File: config.mk
export PLATFORM = sky130hd
export DESIGN_NAME = keyword_ident_number_lexer
export DESIGN_NICKNAME = d
export VERILOG_FILES = /design/src/design/kinl_pkg.sv /design/src/design/kinl_lex.sv /design/src/design/kinl_outq.sv /design/src/design/keyword_ident_number_lexer.sv
export SDC_FILE = /design/constraint.sdc
export NUM_CORES = 1
export LEC_CHECK = 0
export BUFFER_PORTS_ARGS = -buffer_cell sky130_fd_sc_hd__buf_2
export CORE_MARGIN = 10
export CORE_UTILIZATION = 59
export CTS_BUF_LIST = sky130_fd_sc_hd__clkbuf_8
export DETAILED_ROUTE_END_ITERATION = 8
export GPL_ROUTABILITY_DRIVEN = 1
export GPL_TIMING_DRIVEN = 0
export PLACE_DENSITY = 0.75
export RECOVER_POWER = 25
export SYNTH_ARGS = -nofsm -noshare
export SYNTH_HDL_FRONTEND = slang
export SYNTH_SLANG_ARGS = --single-unit
File: constraint.sdc
create_clock -name clk -period 6.9 [get_ports clk]
set_input_delay 1.035 -clock clk [delete_from_list [all_inputs] [get_ports clk]]
set_output_delay 1.035 -clock clk [all_outputs]
set_load 0.05 [all_outputs]
File: src/design/kinl_pkg.sv
package kinl_pkg;

  typedef enum logic [3:0] {
    K_INT     = 4'd0,
    K_IF      = 4'd1,
    K_IDENT   = 4'd2,
    K_NUMBER  = 4'd3,
    K_ASSIGN  = 4'd4,
    K_PLUS    = 4'd5,
    K_MINUS   = 4'd6,
    K_SEMI    = 4'd7,
    K_LBRACE  = 4'd8,
    K_RBRACE  = 4'd9,
    K_LPAREN  = 4'd10,
    K_RPAREN  = 4'd11,
    K_END     = 4'd12,
    K_UNKNOWN = 4'd13
  } kind_t;

  typedef struct packed {
    kind_t       kind;
    logic [31:0] start_res;
    logic [6:0]  length;
    logic [7:0]  char_value;
    logic        last;
  } tok_t;

  localparam logic [7:0] CH_I      = 8'h69;
  localparam logic [7:0] CH_N      = 8'h6e;
  localparam logic [7:0] CH_T      = 8'h74;
  localparam logic [7:0] CH_F      = 8'h66;
  localparam logic [7:0] CH_ASSIGN = 8'h3d;
  localparam logic [7:0] CH_PLUS   = 8'h2b;
  localparam logic [7:0] CH_MINUS  = 8'h2d;
  localparam logic [7:0] CH_SEMI   = 8'h3b;
  localparam logic [7:0] CH_LBRACE = 8'h7b;
  localparam logic [7:0] CH_RBRACE = 8'h7d;
  localparam logic [7:0] CH_LPAREN = 8'h28;
  localparam logic [7:0] CH_RPAREN = 8'h29;

  function automatic logic is_ws(input logic [7:0] c);
    return (c == 8'h20) || (c >= 8'h09 && c <= 8'h0d);
  endfunction

  function automatic logic is_digit(input logic [7:0] c);
    return (c >= 8'h30) && (c <= 8'h39);
  endfunction

  function automatic logic is_alpha(input logic [7:0] c);
    return (c >= 8'h61 && c <= 8'h7a) || (c >= 8'h41 && c <= 8'h5a);
  endfunction

  function automatic kind_t punct_kind(input logic [7:0] c);
    kind_t k;
    unique case (c)
      CH_ASSIGN: k = K_ASSIGN;
      CH_PLUS:   k = K_PLUS;
      CH_MINUS:  k = K_MINUS;
      CH_SEMI:   k = K_SEMI;
      CH_LBRACE: k = K_LBRACE;
      CH_RBRACE: k = K_RBRACE;
      CH_LPAREN: k = K_LPAREN;
      CH_RPAREN: k = K_RPAREN;
      default:   k = K_UNKNOWN;
    endcase
    return k;
  endfunction

endpackage

File: src/design/kinl_lex.sv
module kinl_lex #(
  parameter logic [6:0] LEN_CAP = 7'd99
) (
  input  logic           clk,
  input  logic           rst,
  input  logic           step,
  input  logic [7:0]     ch,
  input  logic           is_end,
  output kinl_pkg::tok_t res0,
  output kinl_pkg::tok_t res1,
  output logic [1:0]     res_count
);
  import kinl_pkg::*;

  typedef enum logic [1:0] {
    M_IDLE   = 2'd0,
    M_IDENT  = 2'd1,
    M_NUMBER = 2'd2
  } mode_t;

  typedef enum logic [1:0] {
    KW_NONE = 2'd0,
    KW_I    = 2'd1,
    KW_IN   = 2'd2,
    KW_IF   = 2'd3
  } kw_t;

  mode_t       mode, mode_next;
  logic [31:0] token_start, token_start_next;
  logic [6:0]  token_length, token_length_next;
  kw_t         keyword_match, keyword_match_next;
  logic [31:0] position, position_next;

  logic  alpha, digit, ws, pending, cont;
  tok_t  flush_tok, idle_tok;
  logic  idle_emit;

  always_comb begin
    alpha   = is_alpha(ch);
    digit   = is_digit(ch);
    ws      = is_ws(ch);
    pending = (mode == M_IDENT) || (mode == M_NUMBER);
    cont    = ((mode == M_IDENT) && (alpha || digit)) || ((mode == M_NUMBER) && digit);

    flush_tok            = '0;
    flush_tok.start_res  = token_start;
    flush_tok.length     = token_length;
    if (mode == M_NUMBER) begin
      flush_tok.kind = K_NUMBER;
    end else if (keyword_match == KW_IN && token_length == 7'd3) begin
      flush_tok.kind = K_INT;
    end else if (keyword_match == KW_IF && token_length == 7'd2) begin
      flush_tok.kind = K_IF;
    end else begin
      flush_tok.kind = K_IDENT;
    end

    idle_tok            = '0;
    idle_tok.kind       = punct_kind(ch);
    idle_tok.start_res  = position;
    idle_tok.length     = 7'd1;
    idle_tok.char_value = ch;
    idle_tok.last       = 1'b1;
    idle_emit           = !(ws || alpha || digit);

    mode_next          = mode;
    token_start_next   = token_start;
    token_length_next  = token_length;
    keyword_match_next = keyword_match;
    position_next      = position;
    res0               = '0;
    res1               = '0;
    res_count          = 2'd0;

    if (is_end) begin
      mode_next = M_IDLE;
      res1           = '0;
      res1.kind      = K_END;
      res1.start_res = position;
      res1.last      = 1'b1;
      if (pending) begin
        res0      = flush_tok;
        res_count = 2'd2;
      end else begin
        res0      = res1;
        res_count = 2'd1;
      end
    end else begin
      position_next = position + 32'd1;
      if (cont) begin
        if (token_length < LEN_CAP) begin
          token_length_next = token_length + 7'd1;
          if (mode == M_IDENT) begin
            if (token_length == 7'd1 && keyword_match == KW_I) begin
              keyword_match_next = (ch == CH_N) ? KW_IN : (ch == CH_F) ? KW_IF : KW_NONE;
            end else if (token_length == 7'd2 && keyword_match == KW_IN && ch == CH_T) begin
              keyword_match_next = KW_IN;
            end else begin
              keyword_match_next = KW_NONE;
            end
          end
        end
      end else begin
        mode_next = M_IDLE;
        if (alpha || digit) begin
          mode_next          = alpha ? M_IDENT : M_NUMBER;
          token_start_next   = position;
          token_length_next  = 7'd1;
          keyword_match_next = (alpha && ch == CH_I) ? KW_I : KW_NONE;
        end
        if (pending) begin
          res0 = flush_tok;
          if (idle_emit) begin
            res1      = idle_tok;
            res_count = 2'd2;
          end else begin
            res0.last = 1'b1;
            res_count = 2'd1;
          end
        end else if (idle_emit) begin
          res0      = idle_tok;
          res_count = 2'd1;
        end
      end
    end
  end

  always_ff @(posedge clk) begin
    if (rst) begin
      mode          <= M_IDLE;
      token_start   <= '0;
      token_length  <= '0;
      keyword_match <= KW_NONE;
      position      <= '0;
    end else if (step) begin
      mode          <= mode_next;
      token_start   <= token_start_next;
      token_length  <= token_length_next;
      keyword_match <= keyword_match_next;
      position      <= position_next;
    end
  end

endmodule

File: src/design/kinl_outq.sv
module kinl_outq (
  input  logic           clk,
  input  logic           rst,
  input  logic [1:0]     push_count,
  input  kinl_pkg::tok_t push0,
  input  kinl_pkg::tok_t push1,
  input  logic           stall,
  output logic           valid,
  output kinl_pkg::tok_t head_tok,
  output logic           room
);
  import kinl_pkg::*;

  localparam int Depth = 4;
  localparam int AddrW = 2;
  localparam int CountW = 3;

  tok_t              entries [Depth];
  logic [AddrW-1:0]  head, tail;
  logic [CountW-1:0] count;
  logic              pop;

  assign valid    = (count != '0);
  assign pop      = valid && !stall;
  assign head_tok = entries[head];
  assign room     = (count <= CountW'(Depth - 2)) || ((count == CountW'(Depth - 1)) && pop);

  always_ff @(posedge clk) begin
    if (push_count != 2'd0) begin
      entries[tail] <= push0;
    end
    if (push_count == 2'd2) begin
      entries[tail + AddrW'(1)] <= push1;
    end
  end

  always_ff @(posedge clk) begin
    if (rst) begin
      head  <= '0;
      tail  <= '0;
      count <= '0;
    end else begin
      tail  <= tail + AddrW'(push_count);
      head  <= head + AddrW'(pop);
      count <= count + CountW'(push_count) - CountW'(pop);
    end
  end

endmodule

File: src/design/keyword_ident_number_lexer.sv
// Byte-serial lexer: one source byte (or end marker) per src transfer, one token per
// tok transfer. Bytes are taken one per cycle while the queue has room; each passes
// an input register, is lexed combinationally against the token state and its zero,
// one or two tokens land in a four-entry result queue. Tokens leave at most one per
// cycle, so the output sets the sustained rate: a byte that both ends an identifier
// or number and forms a token of its own yields two tokens. Tokens are read from the
// queue, behind the input register. Lengths saturate at MAX_TEXT-1 (at most 127).
module keyword_ident_number_lexer #(
  parameter int MAX_TEXT = 100
) (
  input  logic        clk,
  input  logic        rst,
  input  logic        src_valid,
  output logic        src_stall,
  input  logic [7:0]  ch,
  input  logic        is_end,
  output logic        tok_valid,
  input  logic        tok_stall,
  output logic [3:0]  kind,
  output logic [31:0] start_res,
  output logic [6:0]  length,
  output logic [7:0]  char_value,
  output logic        last
);
  import kinl_pkg::*;

  localparam logic [6:0] LenCap = (MAX_TEXT - 1 > 127) ? 7'd127 : 7'(MAX_TEXT - 1);

  logic       src_full;
  logic [7:0] src_ch;
  logic       src_is_end;
  logic       room, step;
  tok_t       res0, res1, head_tok;
  logic [1:0] res_count;

  assign step      = src_full && room;
  assign src_stall = src_full && !room;

  always_ff @(posedge clk) begin
    if (rst) begin
      src_full <= 1'b0;
    end else if (src_valid && !src_stall) begin
      src_full <= 1'b1;
    end else if (step) begin
      src_full <= 1'b0;
    end
  end

  always_ff @(posedge clk) begin
    if (src_valid && !src_stall) begin
      src_ch     <= ch;
      src_is_end <= is_end;
    end
  end

  kinl_lex #(
    .LEN_CAP(LenCap)
  ) u_lex (
    .clk      (clk),
    .rst      (rst),
    .step     (step),
    .ch       (src_ch),
    .is_end   (src_is_end),
    .res0     (res0),
    .res1     (res1),
    .res_count(res_count)
  );

  kinl_outq u_outq (
    .clk       (clk),
    .rst       (rst),
    .push_count(step ? res_count : 2'd0),
    .push0     (res0),
    .push1     (res1),
    .stall     (tok_stall),
    .valid     (tok_valid),
    .head_tok  (head_tok),
    .room      (room)
  );

  assign kind       = head_tok.kind;
  assign start_res  = head_tok.start_res;
  assign length     = head_tok.length;
  assign char_value = head_tok.char_value;
  assign last       = head_tok.last;

endmodule
==> impl_metrics.env, run 1 <==
export IMPL_worstSetupPathType="flip-flop to flip-flop"
export IMPL_final_max_slew_viol_count=9
export IMPL_clock_sinks=300
export IMPL_start_kind="flip-flop"
export IMPL_h_tree_depth=2
export IMPL_grt_max_degree=34
export IMPL_cts_root_buf="clkbuf_8"
export IMPL_cts_resized=0
export IMPL_final_nets=1359
export IMPL_synth_area_leaders="edfxtp_1, dfxtp_1, mux4_2"
export IMPL_gr_total_overflow=0
export IMPL_cts_tree="done"
export IMPL_drv_cap=1
export IMPL_syn_inst=1214
export IMPL_p_per_area_mw_per_mm2=294
export IMPL_initial_core_util_pct=59.8
export IMPL_holdWs_ns=0.451
export IMPL_clk_insertion_delay_late_ns=0.59
export IMPL_timing_final_crit_period_ns=5.63
export IMPL_tightestPinTransition_ns=1.52
export IMPL_viasPerCell=6.72
export IMPL_violations="max-capacitance violations, max-slew violations"
export IMPL_hold_viol=0
export IMPL_synthToLayoutAreaGrowth_pct=11.8
export IMPL_wirelength_um=42100
export IMPL_synth_warnings=0
export IMPL_vias=11400
export IMPL_num_rows=57
export IMPL_fillers=1876
export IMPL_yosysSeqAreaShare_pct=54.7
export IMPL_yosysTopAreaCell="edfxtp_1"
export IMPL_syn_num_nets=1240
export IMPL_yosys_cell_types_count=79
export IMPL_finalSetupViolations=0
export IMPL_max_freq_mhz=177
export IMPL_grt_use_total_pct=26.7
export IMPL_synth_edf_count=193
export IMPL_ir_drop_mv=0.215
export IMPL_post_route_util_pct=66.9
export IMPL_finalCritPeriodShare_pct=81.7
export IMPL_final_cell_mix="edfxtp_1, nand2_1, a32o_1, clkbuf_1, dfxtp_1"
export IMPL_ys_seq_elements=300
export IMPL_skew_ns=0.0173
export IMPL_die_area_sq_mm=0.0313
export IMPL_cts_hold_buf=0
export IMPL_worstHoldPathType="flip-flop to flip-flop"
export IMPL_setup_tns_ns=0
export IMPL_synth_flop_cell="edfxtp_1"
export IMPL_yosysTopAreaCellShare_pct=39.9
export IMPL_antenna_left=0
export IMPL_cts_buffers=48
export IMPL_final_common_cell="edfxtp_1"
export IMPL_wl_per_cell_um=24.9
export IMPL_grt_setup_unrepaired="false"
export IMPL_synth_area_mux_share_pct=8.21
export IMPL_async_reset_ff_share_pct=0
export IMPL_crit_path_end_kind="flip-flop"
export IMPL_synth_simple_area_share_pct=12.8
export IMPL_drive_gt1_share_pct=15.9
export IMPL_p_leak_nw=5.31
export IMPL_grt_pass1_wl_um=64500
export IMPL_synth_xor_area_share_pct=2.29
export IMPL_fin_ws_ns=1.27
export IMPL_top_usage_layer="met2"
export IMPL_drc_errors=0
export IMPL_max_slew_margin_rel_pct=-1.28
export IMPL_die_x_um=177
export IMPL_portBuffers=65
export IMPL_antenna_found_initial=0
export IMPL_multiInputGateArea_sq_mm=0.00592
export IMPL_grt_use_met1_pct=35.5
export IMPL_io_pin_count=67
export IMPL_run_status="complete, but fails checks"
export IMPL_crit_arrival_ns=6.07
export IMPL_syn_avg_cell_area_sq_um=12.0
export IMPL_synth_top_family_by_area="compound AO/OA/AOI/OAI gates"
export IMPL_fp_dieH_um=177
export IMPL_synth_fa_ha_area_share_pct=1.17
export IMPL_gp_congestion=0.983
export IMPL_met2_usage_pct=42.1
export IMPL_clockBufferDepth=3
export IMPL_cts_setup_buffers=0
export IMPL_regArea_sq_mm=0.00794
export IMPL_synth_area_sq_mm=0.0145
export IMPL_initialDrtViolationCount=1588
export IMPL_use_met3_pct=6.81
export IMPL_cp_data_required_time_ns=7.34
export IMPL_cp_max_fo=10
export IMPL_clk_pin_slew_worst_paths_ns=0.06
export IMPL_grt_pass1_vias=11100
export IMPL_dr_pass1_iters=8
export IMPL_coreArea_sq_mm=0.0242
export IMPL_diodes=0
export IMPL_pre_cts_slack_ns=1.87
export IMPL_synth_compound_area_share_pct=16.6
export IMPL_dpl_hpwl_um=28500
worst max-delay path, cell delays in order, from the launching register on:
cell and delay, ns:
edfxtp_1 0.39, clkbuf_1 0.21, nor3b_1 0.68, nand3_1 0.23
or2b_1 0.36, nor2_1 0.12, ha_1 0.36, or3b_1 0.37
a31oi_1 0.14, o21ai_0 0.42, a21o_1 0.31, buf_2 0.20
o22ai_1 1.17, buf_6 0.33, a32o_1 0.19
layout make-up:
type	instances	share of cell area (%)
Inverter	22	0.509
Buffer	116	3.22
Clock inverter	31	1.38
Sequential cell	300	48.9
Clock buffer	55	4.67
Timing Repair Buffer	69	2.29
Tap cell	324	2.50
Multi-Input combinational cell	776	36.5
cell families (layout without fill, tap and decap cells):
logic type               count (synthesis)  in the layout
AO/OA/AOI/OAI                          305            305
AND/OR/NAND/NOR                        366            366
flip-flops                             300            300
multiplexers                            54             54
adder cells (fa/ha/maj)                 13             13
buffers and inverters                  138            293
XOR/XNOR                                38             38
power by group:
group	internal (mW)	total, mW	switching, mW
logic	0.340	1.20	0.859
clock network	0.846	1.57	0.720
registers	1.97	2.00	0.0273
total	3.16	4.77	1.61
layer usage:
layer / vias up / wire, um
met5: - / 0
met4: 0 / 1090
met3: 94 / 4920
met2: 768 / 19600
met1: 5551 / 16500
li1: 4956 / -
registers in the layout, summed over array words and instances, names as in the netlist:
signal / cells
src_full: 1
u_lex.token_start: 32
u_outq.entries: 208
u_outq.head: 2
src_ch: 8
u_lex.token_length: 7
src_is_end: 1
u_lex.mode: 2
u_lex.position: 32
u_lex.keyword_match: 2
u_outq.tail: 2
u_outq.count: 3
per-stage QoR:
stage / instance area (sq um) / power [mW] / instances
3_5_place_dp: 15300 / 3.25 / 1607
3_3_place_gp: 15200 / 3.23 / 1603
4_1_cts: 16300 / 4.79 / 1693
5_1_grt: 16200 / 4.93 / 1693
6_report: 16200 / 4.77 / 1693
2_1_floorplan: 14500 / 2.95 / 1214
final timing paths:
| path | start | to | slack (ns) | depth (start not counted) |
|---|---|---|---|---|
| setup / recovery | src_ch[7]$_DFFE_PP_ | u_outq.entries[0][22]$_DFFE_PP_ | 1.27 | 14 |
| hold / removal | u_lex.token_start[3]$_SDFFE_PP0P_ | u_lex.token_start[3]$_SDFFE_PP0P_ | 0.45 | 2 |
| setup reg to reg | src_ch[7]$_DFFE_PP_ | u_outq.entries[0][22]$_DFFE_PP_ | 1.27 | 14 |
| hold reg to reg | u_lex.token_start[3]$_SDFFE_PP0P_ | u_lex.token_start[3]$_SDFFE_PP0P_ | 0.45 | 2 |
cell usage after synthesis (6+ instances only):
cell,count
edfxtp_1,193
nand2_1,121
a32o_1,112
dfxtp_1,107
a21oi_1,78
clkbuf_1,72
nor2_1,63
mux4_2,52
nand3_1,48
o22ai_1,33
buf_2,26
nor2b_1,23
and2_1,22
inv_1,22
xnor2_1,19
xor2_1,19
nor3_1,17
nand4_1,16
ha_1,12
o21ai_0,12
a31oi_1,9
a21o_1,8
o21ai_1,8
or3_1,8
and3_1,7
buf_1,7
a22oi_1,6
buf_6,6
No activity file was read; power rests on OpenSTA's default activity.
==> run 2: changes to the inputs <==
Clock period 6.9 ns to 5.3 ns, I/O delays scaled along.
==> impl_metrics.env, run 2 (synthesis results as in run 1) <==
export IMPL_stdcell_area_sq_mm=0.0162
export IMPL_initial_core_util_pct=59.8
export IMPL_final_cell_mix="edfxtp_1, nand2_1, a32o_1, clkbuf_1, dfxtp_1"
export IMPL_crit_arrival_ns=5.31
export IMPL_p_per_area_mw_per_mm2=382
export IMPL_hold_viol=0
export IMPL_dr_pass1_iters=7
export IMPL_antenna_left=0
export IMPL_run_status="finished clean"
export IMPL_synthToLayoutAreaGrowth_pct=12.0
export IMPL_max_freq_mhz=200
export IMPL_coreArea_sq_mm=0.0242
export IMPL_portBuffers=65
export IMPL_clk_insertion_delay_late_ns=0.59
export IMPL_die_area_sq_mm=0.0313
export IMPL_clock_sinks=300
export IMPL_wl_per_cell_um=24.8
export IMPL_p_leak_nw=5.31
export IMPL_crit_path_end_kind="flip-flop"
export IMPL_final_max_slew_viol_count=0
export IMPL_clk_pin_slew_worst_paths_ns=0.06
export IMPL_max_slew_margin_rel_pct=11.5
export IMPL_final_common_cell="edfxtp_1"
export IMPL_io_pin_count=67
export IMPL_num_rows=57
export IMPL_top_regs="u_outq.entries: 208 flops, u_lex.position: 32 flops, u_lex.token_start: 32 flops"
export IMPL_tightestPinTransition_ns=1.33
export IMPL_setup_tns_ns=0
export IMPL_final_nets=1359
export IMPL_ir_drop_mv=0.281
export IMPL_finalSetupViolations=0
export IMPL_cts_setup_buffers=0
export IMPL_die_x_um=177
export IMPL_grt_setup_unrepaired="false"
export IMPL_h_tree_depth=2
export IMPL_fillers=1871
export IMPL_cp_data_required_time_ns=5.61
export IMPL_post_route_util_pct=67.0
export IMPL_skew_ns=0.0185
export IMPL_timing_final_crit_period_ns=5.00
export IMPL_drive_gt1_share_pct=16.2
export IMPL_grt_pass1_wl_um=64500
export IMPL_start_kind="flip-flop"
export IMPL_worstSetupPathType="flip-flop to flip-flop"
export IMPL_antenna_found_initial=0
export IMPL_dpl_hpwl_um=28500
export IMPL_grt_pass1_vias=11100
export IMPL_cts_tree="done"
export IMPL_gp_congestion=0.983
export IMPL_drv_cap=0
export IMPL_cp_max_fo=33
export IMPL_regMostFlops="u_outq.entries"
export IMPL_fp_dieH_um=177
export IMPL_viasPerCell=6.71
export IMPL_cts_root_buf="clkbuf_8"
export IMPL_wirelength_um=42000
export IMPL_worstHoldPathType="input port to flip-flop"
export IMPL_initialDrtViolationCount=1671
export IMPL_finalCritPeriodShare_pct=94.4
export IMPL_grt_max_degree=34
export IMPL_cts_buffers=48
export IMPL_vias=11400
export IMPL_gr_total_overflow=0
export IMPL_clockBufferDepth=3
export IMPL_placed_cell_area_sq_mm=0.0153
export IMPL_cts_resized=0
export IMPL_largest_reg_flops=208
export IMPL_cts_hold_buf=0
export IMPL_drc_errors=0
export IMPL_diodes=0
export IMPL_grt_use_total_pct=26.7
export IMPL_finalPower_mw=6.20
run 2: changes by cell type in the layout (fill, tap and decap cells not counted):
cell	previous run	this run
o22ai_4	3	4
clkbuf_1	110	109
or2b_4	0	1
nand2_2	4	3
or2b_1	1	0
o22ai_1	34	33
buf_2	59	60
nor3b_2	0	1
nand2_4	0	1
nor3b_1	3	2
run 2: layout make-up:
cell class,instances,area (sq um),share of cell area [%]
clock buffer,55,757,4.66
sequential,300,7940,48.9
timing repair buffer,69,370,2.28
tap,324,405,2.49
inverter,22,82.6,0.508
multi-input combinational,776,5950,36.6
clock inverter,31,224,1.38
buffer,116,524,3.23
run 2: through the flow:
| stage | std cells | hold WS [ns] | worst slack [ns] |
|---|---|---|---|
| after floorplan | 1214 | 0.432 | 0.953 |
| after global placement | 1603 | 0.439 | -0.926 |
| after detailed placement | 1607 | 0.443 | 0.273 |
| after CTS | 1693 | 0.375 | 0.246 |
| after global routing | 1693 | 0.377 | 0.0710 |
| final | 1693 | 0.385 | 0.298 |
run 2: where the power goes:
| part | internal [mW] | switching [mW] | total [mW] | leakage (nW) |
|---|---|---|---|---|
| Sequential | 2.57 | 0.0361 | 2.61 | 2.81 |
| Clock | 1.10 | 0.934 | 2.04 | 0.539 |
| Combinational | 0.444 | 1.12 | 1.56 | 1.97 |
run 2: worst paths after layout:
check / startpoint / to / slack, ns / cells after the start
min: ch[2] / src_ch[2]$_DFFE_PP_ / 0.39 / 1
max reg2reg: src_ch[6]$_DFFE_PP_ / u_outq.entries[1][3]$_DFFE_PP_ / 0.30 / 13
min reg2reg: u_lex.token_start[2]$_SDFFE_PP0P_ / u_lex.token_start[2]$_SDFFE_PP0P_ / 0.45 / 2
max: src_ch[6]$_DFFE_PP_ / u_outq.entries[1][3]$_DFFE_PP_ / 0.30 / 13
run 2: worst max-delay path: stages, from the launching register on:
cell      delay [ns]
edfxtp_1        0.37
buf_2           0.19
or4_1           0.53
nor4b_2         0.31
or2b_4          0.23
nor2_1          0.08
ha_1            0.36
nor2_1          0.30
nor2_1          0.12
a21o_1          0.22
o21ai_1         0.55
clkbuf_1        0.55
nand2_2         0.54
buf_12          0.36
run 2: routing by layer:
layer | vias up | global-route usage [%] | part of all wire (%)
li1 | 4955 | - | -
met1 | 5550 | 35.5 | 39
met2 | 742 | 42.1 | 46
met3 | 112 | 6.81 | 12
met4 | 0 | 8.62 | 3.0
met5 | - | 0 | 0
